--- src/sv/stki_pkg.sv ---
// ----------------------------------------------------------------------------
// Sorted time-key index: shared package
// Types, codes and defaults used by the index controller and its result
// register.
// ----------------------------------------------------------------------------
package stki_pkg;

  localparam int CAPACITY_DEF = 256;
  localparam int MAX_RUN_DEF  = 64;

  localparam int KEY_W    = 64;
  localparam int LIMIT_W  = 7;
  localparam int CMD_W    = 2;
  localparam int STATUS_W = 3;
  localparam int COUNT_W  = 9;

  // Slave word: time_key, entry_id, range_end, range_limit, padded to bytes.
  localparam int S_TDATA_W = 200;
  // Master word: found_id, stored_count, padded to bytes.
  localparam int M_TDATA_W = 80;

  localparam logic [CMD_W-1:0] CMD_ADD    = 2'd0;
  localparam logic [CMD_W-1:0] CMD_REMOVE = 2'd1;
  localparam logic [CMD_W-1:0] CMD_QUERY  = 2'd2;

  localparam logic [STATUS_W-1:0] ST_DONE   = 3'd0;
  localparam logic [STATUS_W-1:0] ST_FULL   = 3'd1;
  localparam logic [STATUS_W-1:0] ST_ABSENT = 3'd2;
  localparam logic [STATUS_W-1:0] ST_ENTRY  = 3'd3;
  localparam logic [STATUS_W-1:0] ST_EMPTY  = 3'd4;

  typedef struct packed {
    logic [KEY_W-1:0] time_key;
    logic [KEY_W-1:0] entry_id;
  } entry_t;

  typedef struct packed {
    logic [STATUS_W-1:0] status;
    logic [KEY_W-1:0]    found_id;
    logic [COUNT_W-1:0]  stored_count;
    logic                last_of_run;
  } result_t;

  // Order is time first, then id, both unsigned.
  function automatic logic key_below(entry_t a, entry_t b);
    logic below;
    if (a.time_key != b.time_key) begin
      below = a.time_key < b.time_key;
    end else begin
      below = a.entry_id < b.entry_id;
    end
    return below;
  endfunction

endpackage

--- src/sv/stki_out_reg.sv ---
// ----------------------------------------------------------------------------
// Result register
// Holds one result word toward the master side so the controller can move
// on while the word waits to be taken.
// ----------------------------------------------------------------------------
module stki_out_reg
  import stki_pkg::*;
(
  input  logic                 clk,
  input  logic                 rst,
  input  logic                 load,
  input  result_t              res,
  output logic                 free,
  output logic                 m_axis_tvalid,
  input  logic                 m_axis_tready,
  // found_id [63:0], stored_count [72:64], zero pad [79:73]
  output logic [M_TDATA_W-1:0] m_axis_tdata,
  // status [2:0]
  output logic [STATUS_W-1:0]  m_axis_tuser,
  output logic                 m_axis_tlast
);

  result_t held;

  assign free = !m_axis_tvalid || m_axis_tready;

  always_ff @(posedge clk) begin
    if (rst) begin
      m_axis_tvalid <= 1'b0;
    end else if (load) begin
      m_axis_tvalid <= 1'b1;
    end else if (m_axis_tready) begin
      m_axis_tvalid <= 1'b0;
    end
    if (load) begin
      held <= res;
    end
  end

  assign m_axis_tdata = {(M_TDATA_W - KEY_W - COUNT_W)'(0), held.stored_count, held.found_id};
  assign m_axis_tuser = held.status;
  assign m_axis_tlast = held.last_of_run;

endmodule
--- config.mk ---
export PLATFORM = sky130hd
export DESIGN_NAME = stki_out_reg
export DESIGN_NICKNAME = d
export VERILOG_FILES = /design/src/sv/stki_pkg.sv /design/src/sv/stki_out_reg.sv
export SDC_FILE = /design/constraint.sdc
export NUM_CORES = 1
export LEC_CHECK = 0
export BUFFER_PORTS_ARGS = -buffer_cell sky130_fd_sc_hd__buf_2
export CAP_MARGIN = 10
export CORE_MARGIN = 5
export CORE_UTILIZATION = 40
export DETAILED_ROUTE_END_ITERATION = 12
export PLACE_DENSITY = 0.78
export SKIP_CTS_REPAIR_TIMING = 1
export SLEW_MARGIN = 20
export SYNTH_ARGS = -nofsm -noshare
export SYNTH_HDL_FRONTEND = slang
export SYNTH_SLANG_ARGS = --single-unit
--- constraint.sdc ---
create_clock -name clk -period 0.82 [get_ports clk]
set_clock_uncertainty 0.15 [all_clocks]
set_input_delay 0.205 -clock clk [delete_from_list [all_inputs] [get_ports clk]]
set_output_delay 0.205 -clock clk [all_outputs]
set_load 0.02 [all_outputs]
== Yosys cells after proc, flatten, opt, wreduce, memory -nomap -nowiden ==
Cells that the tools add are included.

* Word-level logic and storage cells: 10
* Register bits after elaboration: 78
* Output and inout bits: 86

* Multiplexer cells: 2
* Reduce and logical (&&, ||, !) cells: 3

{| class="wikitable"
|+ Operator list
! operator !! count
|-
| two-way mux 1 bit || 2
|-
| nonzero test 2 bit || 1
|-
| logical NOT 1 bit || 1
|-
| logical OR 1 bit || 1
|}

== Depth between registers and ports, before layout ==
Gate-level depths: netlist of run 1.

* Depth in word-level cells: 2
* Mapped depth: 2
* Gate-level depth less buffers: 2

== Least setup slack after synthesis of run 1 ==
No wires, ideal clock.

* Path type: register -> output
* From: register m_axis_tvalid
* To: output port free
* Slack: -0.112 ns
* Cell stages (with the launch flop): 2
* Arrival: 0.577 ns
* Cells stage by stage: dfxtp_1 -> nand2b_4

* Cells in the longest elaborated chain, start to end: 2

{| class="wikitable"
|+ RTL lines
! what !! RTL line !! text
|-
| start: declaration || stki_out_reg.sv:14 || <nowiki>output logic m_axis_tvalid,</nowiki>
|-
| start signal: assignment || stki_out_reg.sv:29 || <nowiki>m_axis_tvalid <= 1'b0;</nowiki>
|-
| start signal: assignment || stki_out_reg.sv:31 || <nowiki>m_axis_tvalid <= 1'b1;</nowiki>
|-
| start signal: assignment || stki_out_reg.sv:33 || <nowiki>m_axis_tvalid <= 1'b0;</nowiki>
|-
| logical NOT 1 bit || stki_out_reg.sv:25 || <nowiki>assign free = !m_axis_tvalid || m_axis_tready;</nowiki>
|-
| logical OR 1 bit || stki_out_reg.sv:25 ||
|-
| end: declaration || stki_out_reg.sv:13 || <nowiki>output logic free,</nowiki>
|}

No other way between the ends.

== Worst setup path in the final report of run 1 ==
* From: register held (netlist bit m_axis_tdata[13])
* To: output port m_axis_tdata[13]

{| class="wikitable"
|+ RTL lines
! what !! RTL line !! text
|-
| start: declaration || stki_out_reg.sv:23 || <nowiki>result_t held;</nowiki>
|-
| start signal: assignment || stki_out_reg.sv:36 || <nowiki>held <= res;</nowiki>
|-
| end: declaration || stki_out_reg.sv:17 || <nowiki>output logic [M_TDATA_W-1:0] m_axis_tdata,</nowiki>
|}

No word-level cell between the ends.

==> results.md, run 1 <==
- # DRC: 0
- H-tree levels: 3
- Failing checks: negative hold slack, negative setup slack
- Top cell type's share of synthesized area: 95.8%
- Largest cells by area after synthesis: edfxtp_1, buf_4, dfxtp_1
- Pwr Density: 2290 nW/um^2
- Endpoint of the worst-slack reg-to-reg timing path: m_axis_tvalid$_SDFFE_PP0P_
- N_diodes: 0
- CTS clk-pin slew, worst paths: roughly 80 ps
- Top_reg_cell synth: edfxtp_1
- CP Launch Point: m_axis_tdata[13]$_DFFE_PP_
- Yosys warns: 0
- R2r setup slk: -30 ps
- Post-Syn Area: 2410 um^2
- DIE WIDTH: 87.7 um
- Fmax: ~0.77 GHz
- Worst vdd ir: 1.14 mV
- Worst-path fanout max: 1
- Total power: approximately 9.0 mW
- Final TNS setup: -32910 ps
- Min Tclk post-route: 1300 ps
- Starting Density: approximately two fifths
- CTS buffer count: 9
- Reg-to-Reg Start: m_axis_tvalid$_SDFFE_PP0P_
- Endpoint type of the worst setup path: output port
- DRT Wirelength: 6400 um
- Unrepaired setup endpoints after global routing: yes
- Core area: 5890 um^2
- DR pass1 iterations: 4
- Critical path buffers and inverters: 1
- Vias: 1509
- Synth area leader: edfxtp_1
- Routed vias/inst: 4.36
- Largest net degree at the start of global routing: 27
- Worst hold margin: -139 ps
- Period utilization: 158%
- Area delta synth->final: 62.0%
- Non-Filler Instances: 346
- Synth Instances: between 80 and 90
- Worst R2R Path Depth: 3
- Vias in the first global route: roughly 1500
- Clk buf depth: 2
- DP HPWL: 4820 um
- Worst skew pair latency: 340 ps
- MaxCap Viol Count: 0
- Boundary pin count: between 150 and 200
- TritonCTS clock tree: done
- Slowest stage delay, CP: 440 ps
- Layout Nets: 347
- Grt total ovfl: 0
- Hold WC Path Type: in2reg
- Status: complete, but fails checks
- Hold Crit Depth: 2
- Final hold vios: between 70 and 80
- Worst path cell trace: buf_6
- GR Util All Layers: approximately 15%
- Max Slew Vio Count: 0
- Setup ws final: -478 ps
- Num Clock Sinks: 78
- I/O Buffers: 159
- Critical path type: reg2out
- Final Util: 66.5%
- Crit path launch type: register
- Post-detailed-route wirelength per cell: 18.5 um
- Critical path's slowest cell: edfxtp_1
- First-pass GRT wire length: 8040 um
- Count leader, synth: edfxtp_1
- Post-synth EDFFs: slightly below 80
- Share of layout cells above drive strength 1: 68.6%
- Synth top cells by count: edfxtp_1, buf_4
- Final setup violation count: 80
- Final GP Congestion: 0.701
- Sequential share of the synthesized area: 96.6%
- Die Area: 7690 um^2
- Static Leak: approximately 1.7 nW
- Initial DRC Count: 64
- Ys async rst share: 0%
- Synthesized area per cell: roughly 27 um^2
- Worst EP required: 460 ps
- Initial antenna violation count: 1
- Arrival time at the worst endpoint: ~940 ps
- Min-delay src: rst
- Detail Route Antenna Nets: 0
- CTS Root Cell: clkbuf_8
- Post-synthesis cell type count: 7
- Row count: 28
- Cell family with most CP delay: flip-flops
- Die height: 87.7 um
- #FFs+latches synth: 78
- Hold Path End: m_axis_tvalid$_SDFFE_PP0P_
- Placed Cells: around 330
[placed cells by master, fill, tap and decap left out]
master / instances
a21oi_2: 1
buf_12: 2
buf_2: 103
buf_4: 6
buf_6: 56
bufinv_16: 1
clkbuf_8: 9
clkinv_2: 2
clkinv_4: 2
clkinvlp_4: 1
conb_1: 7
dfxtp_4: 1
edfxtp_1: 77
inv_1: 1
inv_6: 1
nand2b_4: 1
[how the worst max path moves through the flow]
stage                                             to  slack [ps]  cells after the start
after floorplan                                 free           8                      1
after detailed placement  m_axis_tdata[59]$_DFFE_PP_        -200                      2
after global routing                m_axis_tdata[13]        -520                      1
after CTS                           m_axis_tdata[52]        -480                      1
final                               m_axis_tdata[13]        -480                      1
after global placement     m_axis_tdata[0]$_DFFE_PP_        -200                      2
[metal layers]
metal | track usage (%) | wire [um] | up-vias
li1 | - | - | 686
met1 | 16.6 | 2060 | 704
met2 | 23.8 | 3360 | 101
met3 | 6.87 | 785 | 16
met4 | 8.37 | 185 | 2
met5 | 0 | 13 | -
[layout make-up]
cell class	count	area (um^2)
clock buffers	9	124
clock inverters	7	73.8
fillers	385	1970
inverters	1	3.75
multi-input cells	9	48.8
flip-flops and latches	78	2340
well taps	75	93.8
repair buffers	167	1230
[where the power goes]
part	leakage, nW	switching [mW]	total (mW)	internal (mW)
combinational	0.829	0.690	1.31	0.617
clock	0.0996	1.38	2.80	1.41
sequential	0.763	0.135	4.86	4.73
total	1.69	2.21	8.97	6.76
[metrics by stage]
stage	area, um^2	setup WS, ps
2_1_floorplan	2440	7.74
3_3_place_gp	3360	-201
3_5_place_dp	3360	-204
4_1_cts	3560	-483
5_1_grt	3910	-516
6_report	3910	-478
[registers in the layout, indices dropped and copies added (netlist names)]
register / count
m_axis_tlast: 1
m_axis_tuser: 3
m_axis_tvalid: 1
m_axis_tdata: 73
[cell families (layout without fill, tap and decap cells)]
family                 count (synthesis)  after routing  share of synthesized area [%]
AOI/OAI and AO/OA                      1              1                          0.363
buffers and inverters                  8            184                           2.33
other                                  1              7                          0.155
and+or+nand+nor                        1              1                          0.570
DFF                                   78             78                           96.6
(Power assumes the default switching activity.)
==> run 2, diff against run 1 <==
CORE_ASPECT_RATIO = 1.2   (was unset)
==> run 2 against run 1 <==
The run still ends with negative hold slack, negative setup slack left. Highest routed layer unchanged. Non-clock buffer count down 3. Critical path depth unchanged. Setup slack gained 51 ps.
==> results.md, run 2 (synthesis results as in run 1) <==
- DP HPWL: 4430 um (-8.0%)
- Total power: 8.56 mW (-4.6%)
- CTS clk-pin slew, worst paths: 70 ps (about the same)
- Clock share of power: 27.8% (-3.4 points)
- Pwr Density: 2180 nW/um^2 (-4.8%)
- P_sw: 2.10 mW (-5.0%)
- Layout Nets: 344 (-0.86%)
- Failing checks: negative hold slack, negative setup slack
- Num Clock Sinks: 78 (unchanged)
- Combinational Power Share: 15.5% (+0.9 points)
- Grt total ovfl: 0 (unchanged)
- Critical path's slowest cell: edfxtp_1
- Design area: 3920 um^2 (+0.19%)
- Hold WC Path Type: in2reg
- CTS buffer count: 9 (unchanged)
- Row count: 31 (+11%)
- Worst path cell trace: buf_6
- Sw Ratio: 24.5% (-0.097 points)
- Most frequent cells in the layout: buf_2, edfxtp_1, buf_6, clkbuf_8, conb_1
- DIE WIDTH: 80.9 um (-7.7%)
- Min Tclk post-route: 1250 ps (-50.6 ps)
- Critical path buffers and inverters: 1 (unchanged)
- Area delta synth->final: 62.3%
- Static Leak: 1.68 nW (-0.87%)
- Critical path type: reg2out
- Routed vias/inst: 4.26 (-2.4%)
- TritonCTS clock tree: done
- Clk buf depth: 2 (unchanged)
- Fmax: 0.802 GHz (+4.1%)
- Boundary pin count: 167 (unchanged)
- Final setup violation count: 80 (unchanged)
- Initial antenna violation count: 5 (+4)
- # DRC: 0 (unchanged)
- Seq pwr share: 56.8% (+2.6 points)
- Worst hold margin: -127 ps (+12.2 ps)
- DR pass1 iterations: 4 (unchanged)
- Worst skew pair latency: 330 ps (about the same)
- # fillers: 427 (+11%)
- Worst vdd ir: 1.33 mV (+17%)
- MaxCap Viol Count: 0 (unchanged)
- Worst EP required: 460 ps (about the same)
- Unrepaired setup endpoints after global routing: yes
- Multi-input gate area: 48.8 um^2 (unchanged)
- Initial DRC Count: 66 (+3.1%)
- Die height: 95.1 um (+8.5%)
- Final hold vios: 78 (unchanged)
- Non-Filler Instances: 351 (+1.4%)
- Crit path launch type: register
- Setup ws final: -428 ps (+50.6 ps)
- Post-detailed-route wirelength per cell: 16.3 um (-12%)
- Slowest stage delay, CP: 410 ps (-30 ps)
- DRT Wirelength: 5720 um (-11%)
- Placed Cells: 334 (+1.5%)
- Share of layout cells above drive strength 1: 67.9% (-0.72 points)
- GR Util All Layers: 14.1% (-0.88 points)
- Largest net degree at the start of global routing: 26 (-3.7%)
- Commonest non-fill, non-tap cell in the layout: buf_2
- Die Area: 7700 um^2 (about the same)
- H-tree levels: 3 (unchanged)
- Arrival time at the worst endpoint: 890 ps (-50 ps)
- Starting Density: 40.4% (-0.60 points)
- Max Slew Vio Count: 0 (unchanged)
- Detail Route Antenna Nets: 0 (unchanged)
- Sequential Area: 2340 um^2 (unchanged)
- Vias in the first global route: 1585 (+4.8%)
- I/O Buffers: 159 (unchanged)
- Status: complete, but fails checks
- Worst-path fanout max: 1 (unchanged)
- Cell family with most CP delay: flip-flops
- Placed cell areas: 3360 um^2 (+0.19%)
- Number of flip-flops in the largest register: 73 (unchanged)
- Core area: 5970 um^2 (+1.5%)
- Final Util: 65.6% (-0.85 points)
- Period utilization: 152% (-6.2 points)
- Final GP Congestion: 0.653 (-6.8%)
- Endpoint type of the worst setup path: output port
- Vias: 1494 (-0.99%)
- CTS Root Cell: clkbuf_8
- P_int: 6.46 mW (-4.5%)
- First-pass GRT wire length: 7520 um (-6.4%)
==> run 2: cell type report <==
class	count	area share, %
repair buffers	164	32.1
well taps	82	2.62
clock inverters	6	0.990
flip-flops and latches	78	59.6
multi-input cells	9	1.25
diodes	1	0.0639
inverters	1	0.0958
clock buffers	10	3.26
==> run 2: path summary, 6_finish.rpt <==
kind / start / to / depth (start not counted) / slack (ps)
max reg2reg: m_axis_tvalid$_SDFFE_PP0P_ / m_axis_tvalid$_SDFFE_PP0P_ / 3 / -20
min reg2reg: m_axis_tvalid$_SDFFE_PP0P_ / m_axis_tvalid$_SDFFE_PP0P_ / 3 / 430
min: rst / m_axis_tvalid$_SDFFE_PP0P_ / 2 / -130
max: m_axis_tdata[14]$_DFFE_PP_ / m_axis_tdata[14] / 1 / -430
==> run 2: layer usage <==
layer  vias to the layer above  track usage [%]  wire, um
met2                        99             22.6      3030
met3                        19             8.51       820
met4                         8             9.44       155
li1                        686                -         -
met5                         -                0        49
met1                       682             13.2      1660
==> run 2: power by group through the flow <==
stage,Clock (mW),Combinational [mW],Sequential (mW)
6_report,2.38,1.32,4.86
5_1_grt,2.68,1.39,4.89
4_1_cts,2.47,1.07,4.80
3_5_place_dp,0,1.07,4.89
3_3_place_gp,0,1.04,4.87
2_1_floorplan,0,0.0652,5.31
==> run 2: worst reg2reg max path: stages (launching register included) <==
cell and delay, ps:
dfxtp_4 360, nand2b_4 60, buf_6 110, a21oi_2 100
==> run 2: metrics by stage <==
step | hold WS, ps | worst slack [ps] | TNS (ps)
after global routing | -148 | -474 | -35160
after global placement | 205 | -233 | -18730
after CTS | -150 | -460 | -33550
final | -127 | -428 | -31520
after detailed placement | 217 | -236 | -19800
after floorplan | 108 | 7.74 | 0
==> run 3, diff against run 2 <==
CORE_UTILIZATION = 30   (was 40)
PLACE_DENSITY = unset   (was 0.78)
==> run 3 against run 2 <==
The flow still finishes with violations (negative hold slack, negative setup slack). Worst hold slack better by 3.9 ps. Maximum frequency down 1.0%. Via count down 0.13%. Sequential share of layout area up 0.34 points. Sequential power about the same. Critical path type unchanged.
==> results.md, run 3 (synthesis results as in run 1) <==
- Vias in the first global route: 1605 (+1.3%)
- Final GP Congestion: 0.649 (-0.63%)
- Critical path buffers and inverters: 1 (unchanged)
- Largest net degree at the start of global routing: 36 (+38%)
- TritonCTS clock tree: done
- Vias: 1492 (-0.13%)
- Row count: 35 (+13%)
- DP Worst Slack: -201 ps (+35.0 ps)
- I/O Buffers: 159 (unchanged)
- Die Area: 9950 um^2 (+29%)
- Worst vdd ir: 1.26 mV (-5.2%)
- MaxCap Viol Count: 0 (unchanged)
- Placed cell areas: 3360 um^2 (-0.22%)
- First-pass GRT wire length: 8470 um (+13%)
- Hold WC Path Type: in2reg
- Final setup violation count: 80 (unchanged)
- H-tree levels: 3 (unchanged)
- DR pass1 iterations: 4 (unchanged)
- # fillers: 661 (+55%)
- DP HPWL: 4770 um (+7.7%)
- Period utilization: 154% (+1.6 points)
- Routed vias/inst: 4.13 (-2.9%)
- Worst hold margin: -123 ps (+3.91 ps)
- Layout Nets: 344 (unchanged)
- Grt total ovfl: 0 (unchanged)
- Starting Density: 31.2% (-9.3 points)
- WP depth: 1 (unchanged)
- Worst R2R Path Depth: 3 (unchanged)
- Static Leak: 1.66 nW (-1.0%)
- Unrepaired setup endpoints after global routing: yes
- Worst path cell trace: buf_6
- Final hold vios: 77 (-1.3%)
- Capture point of the critical path: m_axis_tdata[34]
- Min Tclk post-route: 1260 ps (+12.9 ps)
- CP Launch Point: m_axis_tdata[34]$_DFFE_PP_
- Placed Cells: 343 (+2.7%)
- CTS buffer count: 9 (unchanged)
- R2r setup slk: -20 ps (about the same)
- Design area: 3900 um^2 (-0.57%)
- Cell family with most CP delay: flip-flops
- Initial DRC Count: 49 (-26%)
- Clk buf depth: 2 (unchanged)
- Share of layout cells above drive strength 1: 67.5% (-0.37 points)
- Post-detailed-route wirelength per cell: 16.9 um (+3.8%)
- Worst EP required: 460 ps (about the same)
- Worst-path fanout max: 1 (unchanged)
- Crit path launch type: register
- Setup ws final: -441 ps (-12.9 ps)
- Die height: 108 um (+14%)
- Critical path type: reg2out
- Failing checks: negative hold slack, negative setup slack
- Final TNS setup: -32210 ps (-695 ps)
- GR Util met3: 5.43% (-3.1 points)
- Boundary pin count: 167 (unchanged)
- Max Slew Vio Count: 0 (unchanged)
- Reg-to-Reg Start: m_axis_tvalid$_SDFFE_PP0P_
- Slowest stage delay, CP: 410 ps (about the same)
- Status: complete, but fails checks
- Endpoint of the worst-slack reg-to-reg timing path: m_axis_tvalid$_SDFFE_PP0P_
- DRT Wirelength: 6100 um (+6.7%)
- Detail Route Antenna Nets: 0 (unchanged)
- CTS Root Cell: clkbuf_8
- GR Util All Layers: 11.8% (-2.3 points)
- Initial antenna violation count: 2 (-3)
- Endpoint type of the worst setup path: output port
- Arrival time at the worst endpoint: 910 ps (+20 ps)
- Fmax: 0.793 GHz (-1.0%)
- Most frequent cells in the layout: buf_2, edfxtp_1, buf_6, clkbuf_8, conb_1
- Non-Filler Instances: 361 (+2.8%)
- Number of flip-flops in the largest register: 73 (unchanged)
- Busiest grt layer: met2
- Num Clock Sinks: 78 (unchanged)
- DIE WIDTH: 91.9 um (+14%)
- Core area: 7750 um^2 (+30%)
- M2 GR Usage: 21.1% (-1.5 points)
- Area delta synth->final: 61.3%
- Met1 usage: 11.1% (-2.1 points)
- CTS clk-pin slew, worst paths: 90 ps (+20 ps)
- # DRC: 0 (unchanged)
- Commonest non-fill, non-tap cell in the layout: buf_2
- Worst skew pair latency: 340 ps (about the same)
- Pwr Density: 2300 nW/um^2 (+5.1%)
- Critical path's slowest cell: edfxtp_1
## run 3: cell count changes in the layout (fill, tap and decap cells not counted)
cell and delta:
buf_6 -9, inv_6 +1, dlygate4sd3_1 +1, clkinv_2 -3, bufinv_16 +1, clkinvlp_4 +1, buf_2 +9, buf_12 -1
clkbuf_1 -1, clkinv_1 +1
## run 3: worst min path at each step
stage | cells after the start | end | start | slack [ps]
final | 1 | m_axis_tdata[50]$_DFFE_PP_ | res[60] | -120
after global routing | 1 | m_axis_tdata[3]$_DFFE_PP_ | res[13] | -150
after CTS | 2 | m_axis_tvalid$_SDFFE_PP0P_ | rst | -170
after detailed placement | 2 | m_axis_tvalid$_SDFFE_PP0P_ | rst | 210
after global placement | 2 | m_axis_tvalid$_SDFFE_PP0P_ | rst | 210
after floorplan | 1 | m_axis_tvalid$_SDFFE_PP0P_ | rst | 110
## run 3: through the flow
stage          power (mW)  util, %
6_report             8.94     50.3
5_1_grt              9.34     50.3
4_1_cts              8.78     45.9
3_5_place_dp         5.95     43.3
3_3_place_gp         5.93     43.3
2_1_floorplan        5.38        -
## run 3: final cells by class
| class | count | area (um^2) | share of cell area, % |
|---|---|---|---|
| diodes | 1 | 2.50 | 0.0642 |
| clock buffers | 9 | 124 | 3.18 |
| clock inverters | 7 | 73.8 | 1.89 |
| inverters | 1 | 3.75 | 0.0963 |
| multi-input cells | 9 | 48.8 | 1.25 |
| flip-flops and latches | 78 | 2340 | 60.0 |
| well taps | 92 | 115 | 2.95 |
| repair buffers | 164 | 1190 | 30.6 |
## run 3: layer usage
layer	share of wire [%]	routed length, um
met1	31	1870
met2	56	3400
met3	11	676
met4	2.3	142
met5	0.21	13
## run 3: where the power goes
group	internal, mW	leakage, nW	switching (mW)	total, mW
registers	4.73	0.763	0.120	4.85
clock network	1.41	0.0895	1.41	2.82
logic	0.595	0.807	0.680	1.28
total	6.73	1.66	2.21	8.94
